<file path="config.mk">
export PLATFORM = sky130hd
export DESIGN_NAME = simd_multiply_accumulate_by_scalar
export DESIGN_NICKNAME = d
export VERILOG_FILES = /design/src/design/smacs_pkg.sv /design/src/design/smacs_ram.sv /design/src/design/smacs_lane_alu.sv /design/src/design/simd_multiply_accumulate_by_scalar.sv
export SDC_FILE = /design/constraint.sdc
export NUM_CORES = 2
export LEC_CHECK = 0
export ABC_AREA = 1
export BUFFER_PORTS_ARGS = -buffer_cell sky130_fd_sc_hd__buf_2
export CAP_MARGIN = 20
export CELL_PAD_IN_SITES_DETAIL_PLACEMENT = 1
export CELL_PAD_IN_SITES_GLOBAL_PLACEMENT = 1
export CORE_ASPECT_RATIO = 1.4
export CORE_MARGIN = 8
export CORE_UTILIZATION = 35
export DETAILED_ROUTE_END_ITERATION = 8
export GPL_ROUTABILITY_DRIVEN = 0
export PLACE_DENSITY_LB_ADDON = 0.1
export SKIP_LAST_GASP = 1
export SYNTH_ARGS = -nofsm -noshare
export SYNTH_HDL_FRONTEND = slang
export SYNTH_SLANG_ARGS = --single-unit
</file>
<file path="constraint.sdc">
create_clock -name i_clk -period 8.25 [get_ports i_clk]
set_input_delay 1.65 -clock i_clk [delete_from_list [all_inputs] [get_ports i_clk]]
set_output_delay 1.65 -clock i_clk [all_outputs]
set_load 0.05 [all_outputs]
</file>
<file path="src/design/smacs_pkg.sv">
// ----------------------------------------------------------------------------
// smacs_pkg
// Shared types, codes and helpers for the simd multiply-accumulate by scalar
// ----------------------------------------------------------------------------
package smacs_pkg;

    localparam int NUM_REGS = 32;
    localparam int REG_AW   = (NUM_REGS > 1) ? $clog2(NUM_REGS) : 1;
    localparam int DATA_W   = 64;
    localparam int LANE_W   = 32;

    localparam logic [1:0] FUNC_WR  = 2'd0;
    localparam logic [1:0] FUNC_RD  = 2'd1;
    localparam logic [1:0] FUNC_EXE = 2'd2;

    localparam logic [1:0] OP_MUL = 2'd0;
    localparam logic [1:0] OP_MLA = 2'd1;
    localparam logic [1:0] OP_MLS = 2'd2;

    localparam logic [1:0] ESZ_8  = 2'd0;
    localparam logic [1:0] ESZ_16 = 2'd1;
    localparam logic [1:0] ESZ_32 = 2'd2;

    typedef struct packed {
        logic       mul_en;
        logic [1:0] op;
        logic [1:0] esz;
    } t_lane_ctl;

    function automatic logic [REG_AW-1:0] f_wrap(input logic [5:0] n);
        return REG_AW'(n % NUM_REGS);
    endfunction

    function automatic logic [LANE_W-1:0] f_lane_mask(input logic [1:0] esz);
        logic [LANE_W-1:0] m;
        case (esz)
            ESZ_8:   m = 32'h0000_00ff;
            ESZ_16:  m = 32'h0000_ffff;
            default: m = 32'hffff_ffff;
        endcase
        return m;
    endfunction

    function automatic logic [LANE_W-1:0] f_get_scalar(
        input logic [DATA_W-1:0] word,
        input logic [2:0]        lane,
        input logic [1:0]        esz
    );
        logic [LANE_W-1:0] s;
        case (esz)
            ESZ_8:   s = {24'd0, word[lane*8 +: 8]};
            ESZ_16:  s = {16'd0, word[lane[1:0]*16 +: 16]};
            default: s = word[lane[0]*32 +: 32];
        endcase
        return s;
    endfunction

endpackage

</file>
<file path="src/design/smacs_ram.sv">
// ----------------------------------------------------------------------------
// smacs_ram
// Generic single-write, single-read memory with registered read data
// ----------------------------------------------------------------------------
module smacs_ram #(
    parameter int WIDTH = 64,
    parameter int DEPTH = 32
) (
    input  logic                     i_clk,
    input  logic                     i_we,
    input  logic [$clog2(DEPTH)-1:0] i_waddr,
    input  logic [WIDTH-1:0]         i_wdata,
    input  logic [$clog2(DEPTH)-1:0] i_raddr,
    output logic [WIDTH-1:0]         o_rdata
);

    logic [WIDTH-1:0] r_mem [DEPTH];
    logic [WIDTH-1:0] r_rdata;

    always_ff @(posedge i_clk) begin
        if (i_we) begin
            r_mem[i_waddr] <= i_wdata;
        end
        r_rdata <= r_mem[i_raddr];
    end

    assign o_rdata = r_rdata;

endmodule

</file>
<file path="src/design/smacs_lane_alu.sv">
// ----------------------------------------------------------------------------
// smacs_lane_alu
// Shared lane unit: registered lane-by-scalar product, then add/sub/pass
// ----------------------------------------------------------------------------
module smacs_lane_alu (
    input  logic                          i_clk,
    input  smacs_pkg::t_lane_ctl          i_ctl,
    input  logic [smacs_pkg::LANE_W-1:0]  i_src_lane,
    input  logic [smacs_pkg::LANE_W-1:0]  i_scalar,
    input  logic [smacs_pkg::LANE_W-1:0]  i_old_lane,
    output logic [smacs_pkg::LANE_W-1:0]  o_lane
);

    logic [smacs_pkg::LANE_W-1:0] w_mask;
    logic [smacs_pkg::LANE_W-1:0] w_src;
    logic [smacs_pkg::LANE_W-1:0] w_prod;
    logic [smacs_pkg::LANE_W-1:0] r_prod;
    logic [smacs_pkg::LANE_W-1:0] w_sum;

    assign w_mask = smacs_pkg::f_lane_mask(i_ctl.esz);
    assign w_src  = i_src_lane & w_mask;
    assign w_prod = w_src * i_scalar;

    always_ff @(posedge i_clk) begin
        if (i_ctl.mul_en) begin
            r_prod <= w_prod;
        end
    end

    always_comb begin
        case (i_ctl.op)
            smacs_pkg::OP_MUL: w_sum = r_prod;
            smacs_pkg::OP_MLA: w_sum = i_old_lane + r_prod;
            default:           w_sum = i_old_lane - r_prod;
        endcase
    end

    assign o_lane = w_sum & w_mask;

endmodule

</file>
<file path="src/design/simd_multiply_accumulate_by_scalar.sv">
// ----------------------------------------------------------------------------
// simd_multiply_accumulate_by_scalar
// Register file of 64-bit vectors with write, read and lane-by-scalar
// multiply / multiply-add / multiply-subtract requests
// ----------------------------------------------------------------------------
//  channel   handshake            payload
//  request   i_valid / o_stall    i_func .. i_reg_count
//  result    o_valid / i_stall    o_read_data
//
//  write, unused, zero-count execute: result loaded in the accept cycle
//  read: result through S_RDW and S_RESP
//  execute: S_SCAL, S_SRC, S_DST, S_MUL/S_ACC per lane, S_WB, S_NXT, S_RESP;
//  one lane at a time via the single lane multiplier and the one ram read port
//  reset clears per-register valid bits, no clearing pass; the block is
//  ready right after reset; a stalled result holds and blocks new requests
// ----------------------------------------------------------------------------
module simd_multiply_accumulate_by_scalar (
    input  logic        i_clk,
    input  logic        i_rst_n,
    input  logic        i_valid,
    output logic        o_stall,
    input  logic [1:0]  i_func,
    input  logic [4:0]  i_reg_select,
    input  logic [63:0] i_write_data,
    input  logic [1:0]  i_operation,
    input  logic [1:0]  i_element_size,
    input  logic [4:0]  i_dest_reg,
    input  logic [4:0]  i_src_reg,
    input  logic [4:0]  i_scalar_reg,
    input  logic [2:0]  i_scalar_lane,
    input  logic [1:0]  i_reg_count,
    output logic        o_valid,
    input  logic        i_stall,
    output logic [63:0] o_read_data
);

    typedef enum logic [9:0] {
        S_IDLE = 10'b00_0000_0001,
        S_RDW  = 10'b00_0000_0010,
        S_SCAL = 10'b00_0000_0100,
        S_SRC  = 10'b00_0000_1000,
        S_DST  = 10'b00_0001_0000,
        S_MUL  = 10'b00_0010_0000,
        S_ACC  = 10'b00_0100_0000,
        S_WB   = 10'b00_1000_0000,
        S_NXT  = 10'b01_0000_0000,
        S_RESP = 10'b10_0000_0000
    } t_state;

    t_state r_state, n_state;

    logic                          r_out_valid;
    logic [63:0]                   r_out_data;
    logic [smacs_pkg::NUM_REGS-1:0] r_valid;
    logic                          r_rvld;

    logic [1:0]                    r_op, n_op;
    logic [1:0]                    r_esz, n_esz;
    logic [4:0]                    r_dreg, n_dreg;
    logic [4:0]                    r_sreg, n_sreg;
    logic [2:0]                    r_lane, n_lane;
    logic                          r_two, n_two;
    logic                          r_pair, n_pair;
    logic [31:0]                   r_scalar, n_scalar;
    logic [63:0]                   r_src, n_src;
    logic [63:0]                   r_dst, n_dst;
    logic [63:0]                   r_res, n_res;

    logic                          w_accept;
    logic                          w_out_free;
    logic                          w_out_load;
    logic [63:0]                   w_out_value;
    logic                          w_we;
    logic [smacs_pkg::REG_AW-1:0]  w_waddr;
    logic [63:0]                   w_wdata;
    logic [smacs_pkg::REG_AW-1:0]  w_raddr;
    logic [63:0]                   w_ram_q;
    logic [63:0]                   w_rdata;
    logic [smacs_pkg::REG_AW-1:0]  w_src_addr;
    logic [smacs_pkg::REG_AW-1:0]  w_dst_addr;
    logic                          w_last_lane;
    smacs_pkg::t_lane_ctl          w_lane_ctl;
    logic [31:0]                   w_lane;

    assign w_out_free = !r_out_valid || !i_stall;
    assign o_stall    = !((r_state == S_IDLE) && w_out_free);
    assign w_accept   = i_valid && !o_stall;
    assign o_valid    = r_out_valid;
    assign o_read_data = r_out_data;

    assign w_rdata    = r_rvld ? w_ram_q : 64'd0;
    assign w_src_addr = smacs_pkg::f_wrap({1'b0, r_sreg} + {5'd0, r_pair});
    assign w_dst_addr = smacs_pkg::f_wrap({1'b0, r_dreg} + {5'd0, r_pair});

    always_comb begin
        case (r_esz)
            smacs_pkg::ESZ_8:  w_last_lane = (r_lane == 3'd7);
            smacs_pkg::ESZ_16: w_last_lane = (r_lane == 3'd3);
            default:           w_last_lane = (r_lane == 3'd1);
        endcase
    end

    smacs_ram #(
        .WIDTH (smacs_pkg::DATA_W),
        .DEPTH (smacs_pkg::NUM_REGS)
    ) u_ram (
        .i_clk   (i_clk),
        .i_we    (w_we),
        .i_waddr (w_waddr),
        .i_wdata (w_wdata),
        .i_raddr (w_raddr),
        .o_rdata (w_ram_q)
    );

    smacs_lane_alu u_alu (
        .i_clk      (i_clk),
        .i_ctl      (w_lane_ctl),
        .i_src_lane (r_src[31:0]),
        .i_scalar   (r_scalar),
        .i_old_lane (r_dst[31:0]),
        .o_lane     (w_lane)
    );

    always_comb begin
        n_state     = r_state;
        n_op        = r_op;
        n_esz       = r_esz;
        n_dreg      = r_dreg;
        n_sreg      = r_sreg;
        n_lane      = r_lane;
        n_two       = r_two;
        n_pair      = r_pair;
        n_scalar    = r_scalar;
        n_src       = r_src;
        n_dst       = r_dst;
        n_res       = r_res;
        w_out_load  = 1'b0;
        w_out_value = 64'd0;
        w_we        = 1'b0;
        w_waddr     = w_dst_addr;
        w_wdata     = r_res;
        w_raddr     = w_src_addr;
        w_lane_ctl  = '{mul_en: 1'b0, op: r_op, esz: r_esz};

        unique case (r_state)
            S_IDLE: begin
                if (w_accept) begin
                    case (i_func)
                        smacs_pkg::FUNC_WR: begin
                            w_we       = 1'b1;
                            w_waddr    = smacs_pkg::f_wrap({1'b0, i_reg_select});
                            w_wdata    = i_write_data;
                            w_out_load = 1'b1;
                        end
                        smacs_pkg::FUNC_RD: begin
                            w_raddr = smacs_pkg::f_wrap({1'b0, i_reg_select});
                            n_state = S_RDW;
                        end
                        smacs_pkg::FUNC_EXE: begin
                            if (i_reg_count != 2'd0) begin
                                w_raddr = smacs_pkg::f_wrap({1'b0, i_scalar_reg});
                                n_op    = i_operation;
                                n_esz   = i_element_size;
                                n_dreg  = i_dest_reg;
                                n_sreg  = i_src_reg;
                                n_lane  = i_scalar_lane;
                                n_two   = i_reg_count[1];
                                n_pair  = 1'b0;
                                n_state = S_SCAL;
                            end else begin
                                w_out_load = 1'b1;
                            end
                        end
                        default: begin
                            w_out_load = 1'b1;
                        end
                    endcase
                end
            end
            S_RDW: begin
                n_res   = w_rdata;
                n_state = S_RESP;
            end
            S_SCAL: begin
                n_scalar = smacs_pkg::f_get_scalar(w_rdata, r_lane, r_esz);
                n_state  = S_SRC;
            end
            S_SRC: begin
                n_src   = w_rdata;
                w_raddr = w_dst_addr;
                n_state = S_DST;
            end
            S_DST: begin
                n_dst   = w_rdata;
                n_lane  = 3'd0;
                n_state = S_MUL;
            end
            S_MUL: begin
                w_lane_ctl.mul_en = 1'b1;
                n_state           = S_ACC;
            end
            S_ACC: begin
                case (r_esz)
                    smacs_pkg::ESZ_8: begin
                        n_res = {w_lane[7:0], r_res[63:8]};
                        n_src = {8'd0, r_src[63:8]};
                        n_dst = {8'd0, r_dst[63:8]};
                    end
                    smacs_pkg::ESZ_16: begin
                        n_res = {w_lane[15:0], r_res[63:16]};
                        n_src = {16'd0, r_src[63:16]};
                        n_dst = {16'd0, r_dst[63:16]};
                    end
                    default: begin
                        n_res = {w_lane, r_res[63:32]};
                        n_src = {32'd0, r_src[63:32]};
                        n_dst = {32'd0, r_dst[63:32]};
                    end
                endcase
                if (w_last_lane) begin
                    n_state = S_WB;
                end else begin
                    n_lane  = r_lane + 3'd1;
                    n_state = S_MUL;
                end
            end
            S_WB: begin
                w_we = 1'b1;
                if (r_two && !r_pair) begin
                    n_pair  = 1'b1;
                    n_state = S_NXT;
                end else begin
                    n_res   = 64'd0;
                    n_state = S_RESP;
                end
            end
            S_NXT: begin
                n_state = S_SRC;
            end
            S_RESP: begin
                if (w_out_free) begin
                    w_out_load  = 1'b1;
                    w_out_value = r_res;
                    n_state     = S_IDLE;
                end
            end
            default: begin
                n_state = S_IDLE;
            end
        endcase
    end

    always_ff @(posedge i_clk) begin
        if (!i_rst_n) begin
            r_state     <= S_IDLE;
            r_out_valid <= 1'b0;
            r_valid     <= '0;
        end else begin
            r_state <= n_state;
            if (w_out_load) begin
                r_out_valid <= 1'b1;
            end else if (!i_stall) begin
                r_out_valid <= 1'b0;
            end
            if (w_we) begin
                r_valid[w_waddr] <= 1'b1;
            end
        end
    end

    always_ff @(posedge i_clk) begin
        r_rvld   <= r_valid[w_raddr];
        r_op     <= n_op;
        r_esz    <= n_esz;
        r_dreg   <= n_dreg;
        r_sreg   <= n_sreg;
        r_lane   <= n_lane;
        r_two    <= n_two;
        r_pair   <= n_pair;
        r_scalar <= n_scalar;
        r_src    <= n_src;
        r_dst    <= n_dst;
        r_res    <= n_res;
        if (w_out_load) begin
            r_out_data <= w_out_value;
        end
    end

`ifndef NO_ASSERTIONS
    a_accept_idle: assert property (@(posedge i_clk) disable iff (!i_rst_n)
        w_accept |-> (r_state == S_IDLE))
        else $error("request accepted while busy");

    a_write_place: assert property (@(posedge i_clk) disable iff (!i_rst_n)
        w_we |-> ((r_state == S_IDLE && w_accept) || r_state == S_WB))
        else $error("register write outside idle or write-back");

    a_result_room: assert property (@(posedge i_clk) disable iff (!i_rst_n)
        w_out_load |-> (!r_out_valid || !i_stall))
        else $error("result loaded over a pending result");

    a_exec_result: assert property (@(posedge i_clk) disable iff (!i_rst_n)
        (r_state == S_WB && !(r_two && !r_pair))
            |=> (r_state == S_RESP && r_res == 64'd0))
        else $error("execute result not zero");
`endif

endmodule
</file>
; ---- Word-level counts from Yosys, hierarchy flattened
; Memories as Yosys holds them, arrays and structs flattened. A register that Yosys moved wholly into a read port is not among the register bits.
; Index checks and enable logic that the tools add are counted.
[classes]
add_sub_neg = 5
multipliers = 1
order_cmp = 3
n_eq_ne = 27
shift = 3
muxes = 56
n_bitwise = 3
n_reduce_logical = 25
[ops]
columns = cell, count
row1 = $pmux 64 s2, 3
row2 = $mux 64, 5
row3 = $pmux 56 s2, 2
row4 = $pmux 32 s2, 3
row5 = $pmux 64 s3, 1
row6 = $pmux 10 s9, 1
row7 = $and 32x32->32, 2
row8 = $shiftx 64x7->16, 1
row9 = $shiftx 64x7->32, 1
row10 = $shiftx 64x7->8, 1
row11 = $mux 10, 4
row12 = $add 32x32->32, 1
row13 = $mul 32x32->32, 1
row14 = $or 32x32->32, 1
row15 = $sub 32x32->32, 1
row16 = $mux 5, 5
row17 = $pmux 10 s2, 1
row18 = $pmux 5 s2, 2
row19 = $mux 1, 16
row20 = $lt 5x6->1 const B, 2
row21 = $mux 3, 4
row22 = $add 5x1->5, 2
row23 = $eq 10x1->1 const B, 1
row24 = $eq 10x10->1 const B, 1
row25 = 34 further kinds, 61
[totals]
ff_bits = 383
mem_bits_rw = 2048
input_bits = 99
out_inout_bits = 66
word_cells = 141
mem_count = 1
[memory_table]
columns = name, words, word_bits, rd, rd_ports_with_merged_regs, write_ports, line_no
row1 = u_ram.r_mem, 32, 64, 1, 1, 1, smacs_ram.sv:17  ; logic [WIDTH-1:0] r_mem [DEPTH];

; ---- Longest topological paths before layout
[depth]
word_depth = 11
depth_mapped = 35
ltp_nobuf = 33

; ---- By module
; A second synthesis with hierarchy kept.
[unflattened]
hier_cells = 11843
hier_area_um2 = 122570.1
[modules_own_cells]
columns = module, instances, cells_per_inst, area_each_um2, seq_area_each_um2
row1 = smacs_ram, 1, 6768, 83022.1, 62780.2
row2 = smacs_lane_alu, 1, 2762, 20440.9, 960.9
row3 = simd_multiply_accumulate_by_scalar, 1, 2313, 19107.1, 10099.7

; ---- Worst setup path before layout
; OpenSTA, ideal clock, no wires.
[synth_timing]
path_type = in2reg
startpoint = input port i_func[0]
endpoint = register r_out_data[0] (netlist: o_read_data[0]), enable pin
setup_time_ns = 0.576
arrival_ns = 6.776
t_required_ns = 7.674
path_slack_ns = 0.897
path_stages = 5
n_path_buf = 0
path_cell_list = inv_1 ha_1 nand2_1 o21ai_0 o21ai_0
[synth_between]
elab_chain_cells = 4
elab_cells_between_ends = 5
classes_between = 2 x eq/ne / 3 x mux
[synth_rtl]
columns = element, line_no
row1 = "start, declared", simd_multiply_accumulate_by_scalar.sv:22  ; input logic [1:0] i_func,
row2 = $eq 2x2->1 or $eq 2x1->1 (tied branches), simd_multiply_accumulate_by_scalar.sv:148  ; case (i_func)
row3 = $pmux 1 s2 *, simd_multiply_accumulate_by_scalar.sv:148
row4 = $mux 1 *, simd_multiply_accumulate_by_scalar.sv:147  ; if (w_accept) begin
row5 = $pmux 1 s2 *, simd_multiply_accumulate_by_scalar.sv:145  ; unique case (r_state)
row6 = named net w_out_load, simd_multiply_accumulate_by_scalar.sv:71  ; logic w_out_load;
row7 = "end signal, assigned", simd_multiply_accumulate_by_scalar.sv:285  ; r_out_data <= w_out_value;
row8 = "end, declared", simd_multiply_accumulate_by_scalar.sv:53  ; logic [63:0] r_out_data;
; The timed path passes the listed nets; every way through them passes the cells marked *.
; A chain may end at the register's enable or synchronous reset.

; ---- Final worst setup path
[layout_timing]
startpoint = register r_esz[1]
endpoint = register u_alu.r_prod[25] (netlist bit), data pin
[layout_between]
elab_chain_cells = 4
elab_cells_between_ends = 5
classes_between = 1 x mul / 1 x eq/ne / 1 x mux / 1 x bitwise / 1 x reduce/logical
[layout_rtl]
columns = element, line_no
row1 = "start, declared", simd_multiply_accumulate_by_scalar.sv:58  ; logic [1:0] r_esz, n_esz;
row2 = "start signal, assigned", simd_multiply_accumulate_by_scalar.sv:274  ; r_esz <= n_esz;
row3 = $eq 2x1->1 or $logic_not 2->1 (tied branches), smacs_pkg.sv:36  ; case (esz)
row4 = $pmux 32 s2 *, smacs_pkg.sv:36
row5 = $and 32x32->32 *, smacs_lane_alu.sv:21  ; assign w_src = i_src_lane & w_mask;
row6 = $mul 32x32->32 *, smacs_lane_alu.sv:22  ; assign w_prod = w_src * i_scalar;
row7 = "named net u_alu.w_prod, one bit", smacs_lane_alu.sv:16  ; logic [smacs_pkg::LANE_W-1:0] w_prod;
row8 = "end signal, assigned", smacs_lane_alu.sv:26  ; r_prod <= w_prod;
row9 = "end, declared", smacs_lane_alu.sv:17  ; logic [smacs_pkg::LANE_W-1:0] r_prod;
; Marks and branches as above.

==> results.yml <==
sta:
  slew_headroom_pct: 12.9
  hold_violations: 0
  worst_pin_slew_ns: 1.30
  fmax_mhz: 127
  clock_skew_ns: 0.0516
  layout_min_cycle_time_ns: 7.87
  setup_viol: 0
  fin_setup_tns_ns: 0
  finalMaxSlewViolations: 0
  finalCritPeriodShare_pct: 95.5
  grt_setup_unrepaired: "no"
synthesis:
  synth_fp_nets: 12700
  synth_flop_cell: "edfxtp_1"
  yosysUniqueCellTypes: 54
  netlist_area_um2: 124000
  async_flop_share_pct: 0
  synth-seq-cells: 2495
  ys_seq_area_share_pct: 59.6
  ys_warn_count: 0
  synth_edf_count: 2387
  syn_inst: 12000
  synth_area_per_cell_um2: 10.3
clock_network:
  hold_buffers: 0
  ctsResizeCount: 0
  cts.sinks: 2495
  cts_tree: "built"
  clockBufferDepth: 4
  clkLatencyLatePin_ns: 0.89
  clk_pin_slew_worst_paths_ns: 0.07
  clockRootBuffer: "clkbuf_16"
  cts_max_level: 5
  cts_made_buffers: 274
  post_cts_buffers: 0
routing:
  routed_wirelength_um: 544000
  first_pass_iters: 6
  drtIter0Drc: 8875
  drtAntennaViolNets: 0
  viasPerCell: 5.57
  drcViolationCount: 0
  via_count: 94700
  detail_route.wl_per_cell_um: 32.0
global_routing:
  gr-usage-all-layers_pct: 28.2
  grt_overflow: 0
  grt_max_degree: 128
  grt_pass1_wl_um: 760000
  antenna_found_initial: 43
  grt_pass1_vias: 98100
worst_setup_path:
  ff2ff_setup_slack_ns: 0.38
  cp-end-kind: "flip-flop"
  cp.required_ns: 8.88
  cp_max_fo: 11
  path_class: "reg -> reg"
  cp.arrival_ns: 8.51
  cp-start-kind: "flip-flop"
layout:
  nets: 12800
  area_delta_synth_final_pct: 13.3
  drive_gt1_share_pct: 8.30
  fin_util_pct: 39.8
  final_cells: 17000
run_status:
  outcome: "complete, no violations"
pwr:
  vdd_drop_max_mv: 0.229
  power_density_nw_per_um2: 301
  power.leakage_uw: 0.0557
placement:
  dpl.cell_count: 16500
  port_buffers: 164
  dpl.hpwl_um: 349000
die:
  core_area_um2: 353000
  rows: 258
  die_width_um: 519
  start_util_pct: 35.2
  pin_count: 165
  dieArea_um2: 374000
  die_y_um: 720
hold_path:
  hold_path.class: "reg -> reg"
run:
  maxCapViolCount: 0
where the power goes:
part           switching [uW]  internal [uW]
clock                    5320           6800
combinational           11200           4010
sequential                330          14500
final timing paths:
check	from	to	cells past startpoint
worst min register to register	r_valid[28]$_SDFFE_PN0P_	r_valid[28]$_SDFFE_PN0P_	2
worst max register to register	r_esz[1]$_DFFE_PP_	u_alu.r_prod[25]$_DFFE_PP_	24
worst min-delay path	r_valid[28]$_SDFFE_PN0P_	r_valid[28]$_SDFFE_PN0P_	2
worst max-delay path	r_esz[1]$_DFFE_PP_	u_alu.r_prod[25]$_DFFE_PP_	24
final cells by class:
| type | instances | area, um2 |
|---|---|---|
| Timing Repair Buffer | 505 | 4320 |
| Antenna cell | 27 | 67.6 |
| Clock buffer | 361 | 7430 |
| Fill cell | 38700 | 212000 |
| Inverter | 1482 | 5670 |
| Multi-Input combinational cell | 7329 | 42200 |
| Tap cell | 4680 | 5860 |
| Clock inverter | 115 | 988 |
| Sequential cell | 2495 | 73800 |
cell families (layout without fill, tap and decap cells):
family / count (synthesis) / count (layout) / share of synthesized area (%)
other: 0 / 27 / 0
DFF: 2495 / 2495 / 59.6
and+or+nand+nor: 5865 / 5865 / 20.8
AOI/OAI and AO/OA: 771 / 771 / 3.62
buffers and inverters: 2195 / 2463 / 6.88
adders and majority gates: 572 / 572 / 8.25
xor gates and xnor gates: 121 / 121 / 0.855
metrics by stage:
step,setup slack (ns),power [uW],cell area [um2],hold slack [ns]
after floorplan,0.897,24000,124000,0.441
after global placement,0.435,30200,132000,0.449
after detailed placement,0.430,30300,132000,0.463
after CTS,0.380,42500,140000,0.478
after global routing,0.0308,44100,140000,0.502
final,0.375,42200,140000,0.473
critical path, cell delays in order (launching register included):
cell	delay, ns
edfxtp_1	0.44
nor2_4	0.11
nor2_1	0.45
clkinv_1	0.54
nor2_1	0.25
fa_1	0.43
inv_1	0.08
fa_1	0.43
fa_1	0.49
fa_1	0.56
inv_1	0.06
fa_1	0.51
inv_1	0.06
fa_1	0.56
inv_1	0.06
fa_1	0.51
fa_1	0.43
ha_1	0.34
nand2_1	0.10
nor2_1	0.16
nand4_1	0.09
o21ai_0	0.43
a21oi_1	0.18
o21ai_0	0.26
xor2_1	0.10
sequential cells by signal, indices dropped and copies added, names as in the netlist, 3 cells and up:
name	cells
r_dreg	5
u_ram.o_rdata	64
r_sreg	5
r_res	64
r_scalar	32
u_ram.r_mem	2048
u_alu.r_prod	32
r_dst	64
r_state	10
r_valid	32
o_read_data	64
r_src	64
r_lane	3
routing by layer:
| metal | GRT usage, % | wire length (um) | vias up |
|---|---|---|---|
| met5 | 0 | 54 | - |
| met4 | 15.9 | 37400 | 8 |
| met3 | 3.62 | 29500 | 1145 |
| met2 | 48.1 | 262000 | 3324 |
| met1 | 34.7 | 214000 | 49500 |
| li1 | - | - | 40700 |
cells in the mapped netlist, types with 7 or more instances:
master,count,area (um2)
o211ai_1,15,113
buf_6,11,124
xor2_1,76,666
buf_2,154,771
nand3_1,2378,11900
o2111ai_1,7,61.3
o21bai_1,11,82.6
a22oi_1,18,135
clkinv_1,9,33.8
nor3_1,38,190
nand3b_1,159,1190
buf_1,74,278
fa_1,409,8190
xnor2_1,45,394
a31oi_1,9,56.3
a221oi_1,18,158
clkbuf_1,470,1760
nor2_1,518,1940
o21ai_0,292,1460
a21o_1,8,60.1
o22ai_1,140,876
edfxtp_1,2387,71700
inv_1,1467,5510
ha_1,163,2040
a21oi_1,185,926
or2_2,9,56.3
dfxtp_1,108,2160
o221ai_1,14,123
o31ai_1,27,203
o21a_1,7,52.6
nand2_1,2731,10300
nand4_1,13,81.3
placed cells by master, fill, tap and decap left out, types with 18 or more instances in the layout:
cell type  count
buf_12        70
clkinv_1      49
nand3b_1     159
buf_2        164
fa_1         409
nand2_1     2725
o31ai_1       24
a21oi_1      185
o21ai_2       50
ha_1         163
clkbuf_1      71
o21ai_0      223
edfxtp_1    2387
xor2_1        76
nor3_1        38
nor2_1       497
diode_2       27
clkinv_2      44
xnor2_1       45
inv_6         23
buf_4        262
a22oi_1       18
nor2_4        21
nand3_1     2378
o22ai_1      140
inv_1       1445
clkbuf_16    282
dfxtp_1      107
(Power assumes the default switching activity.)
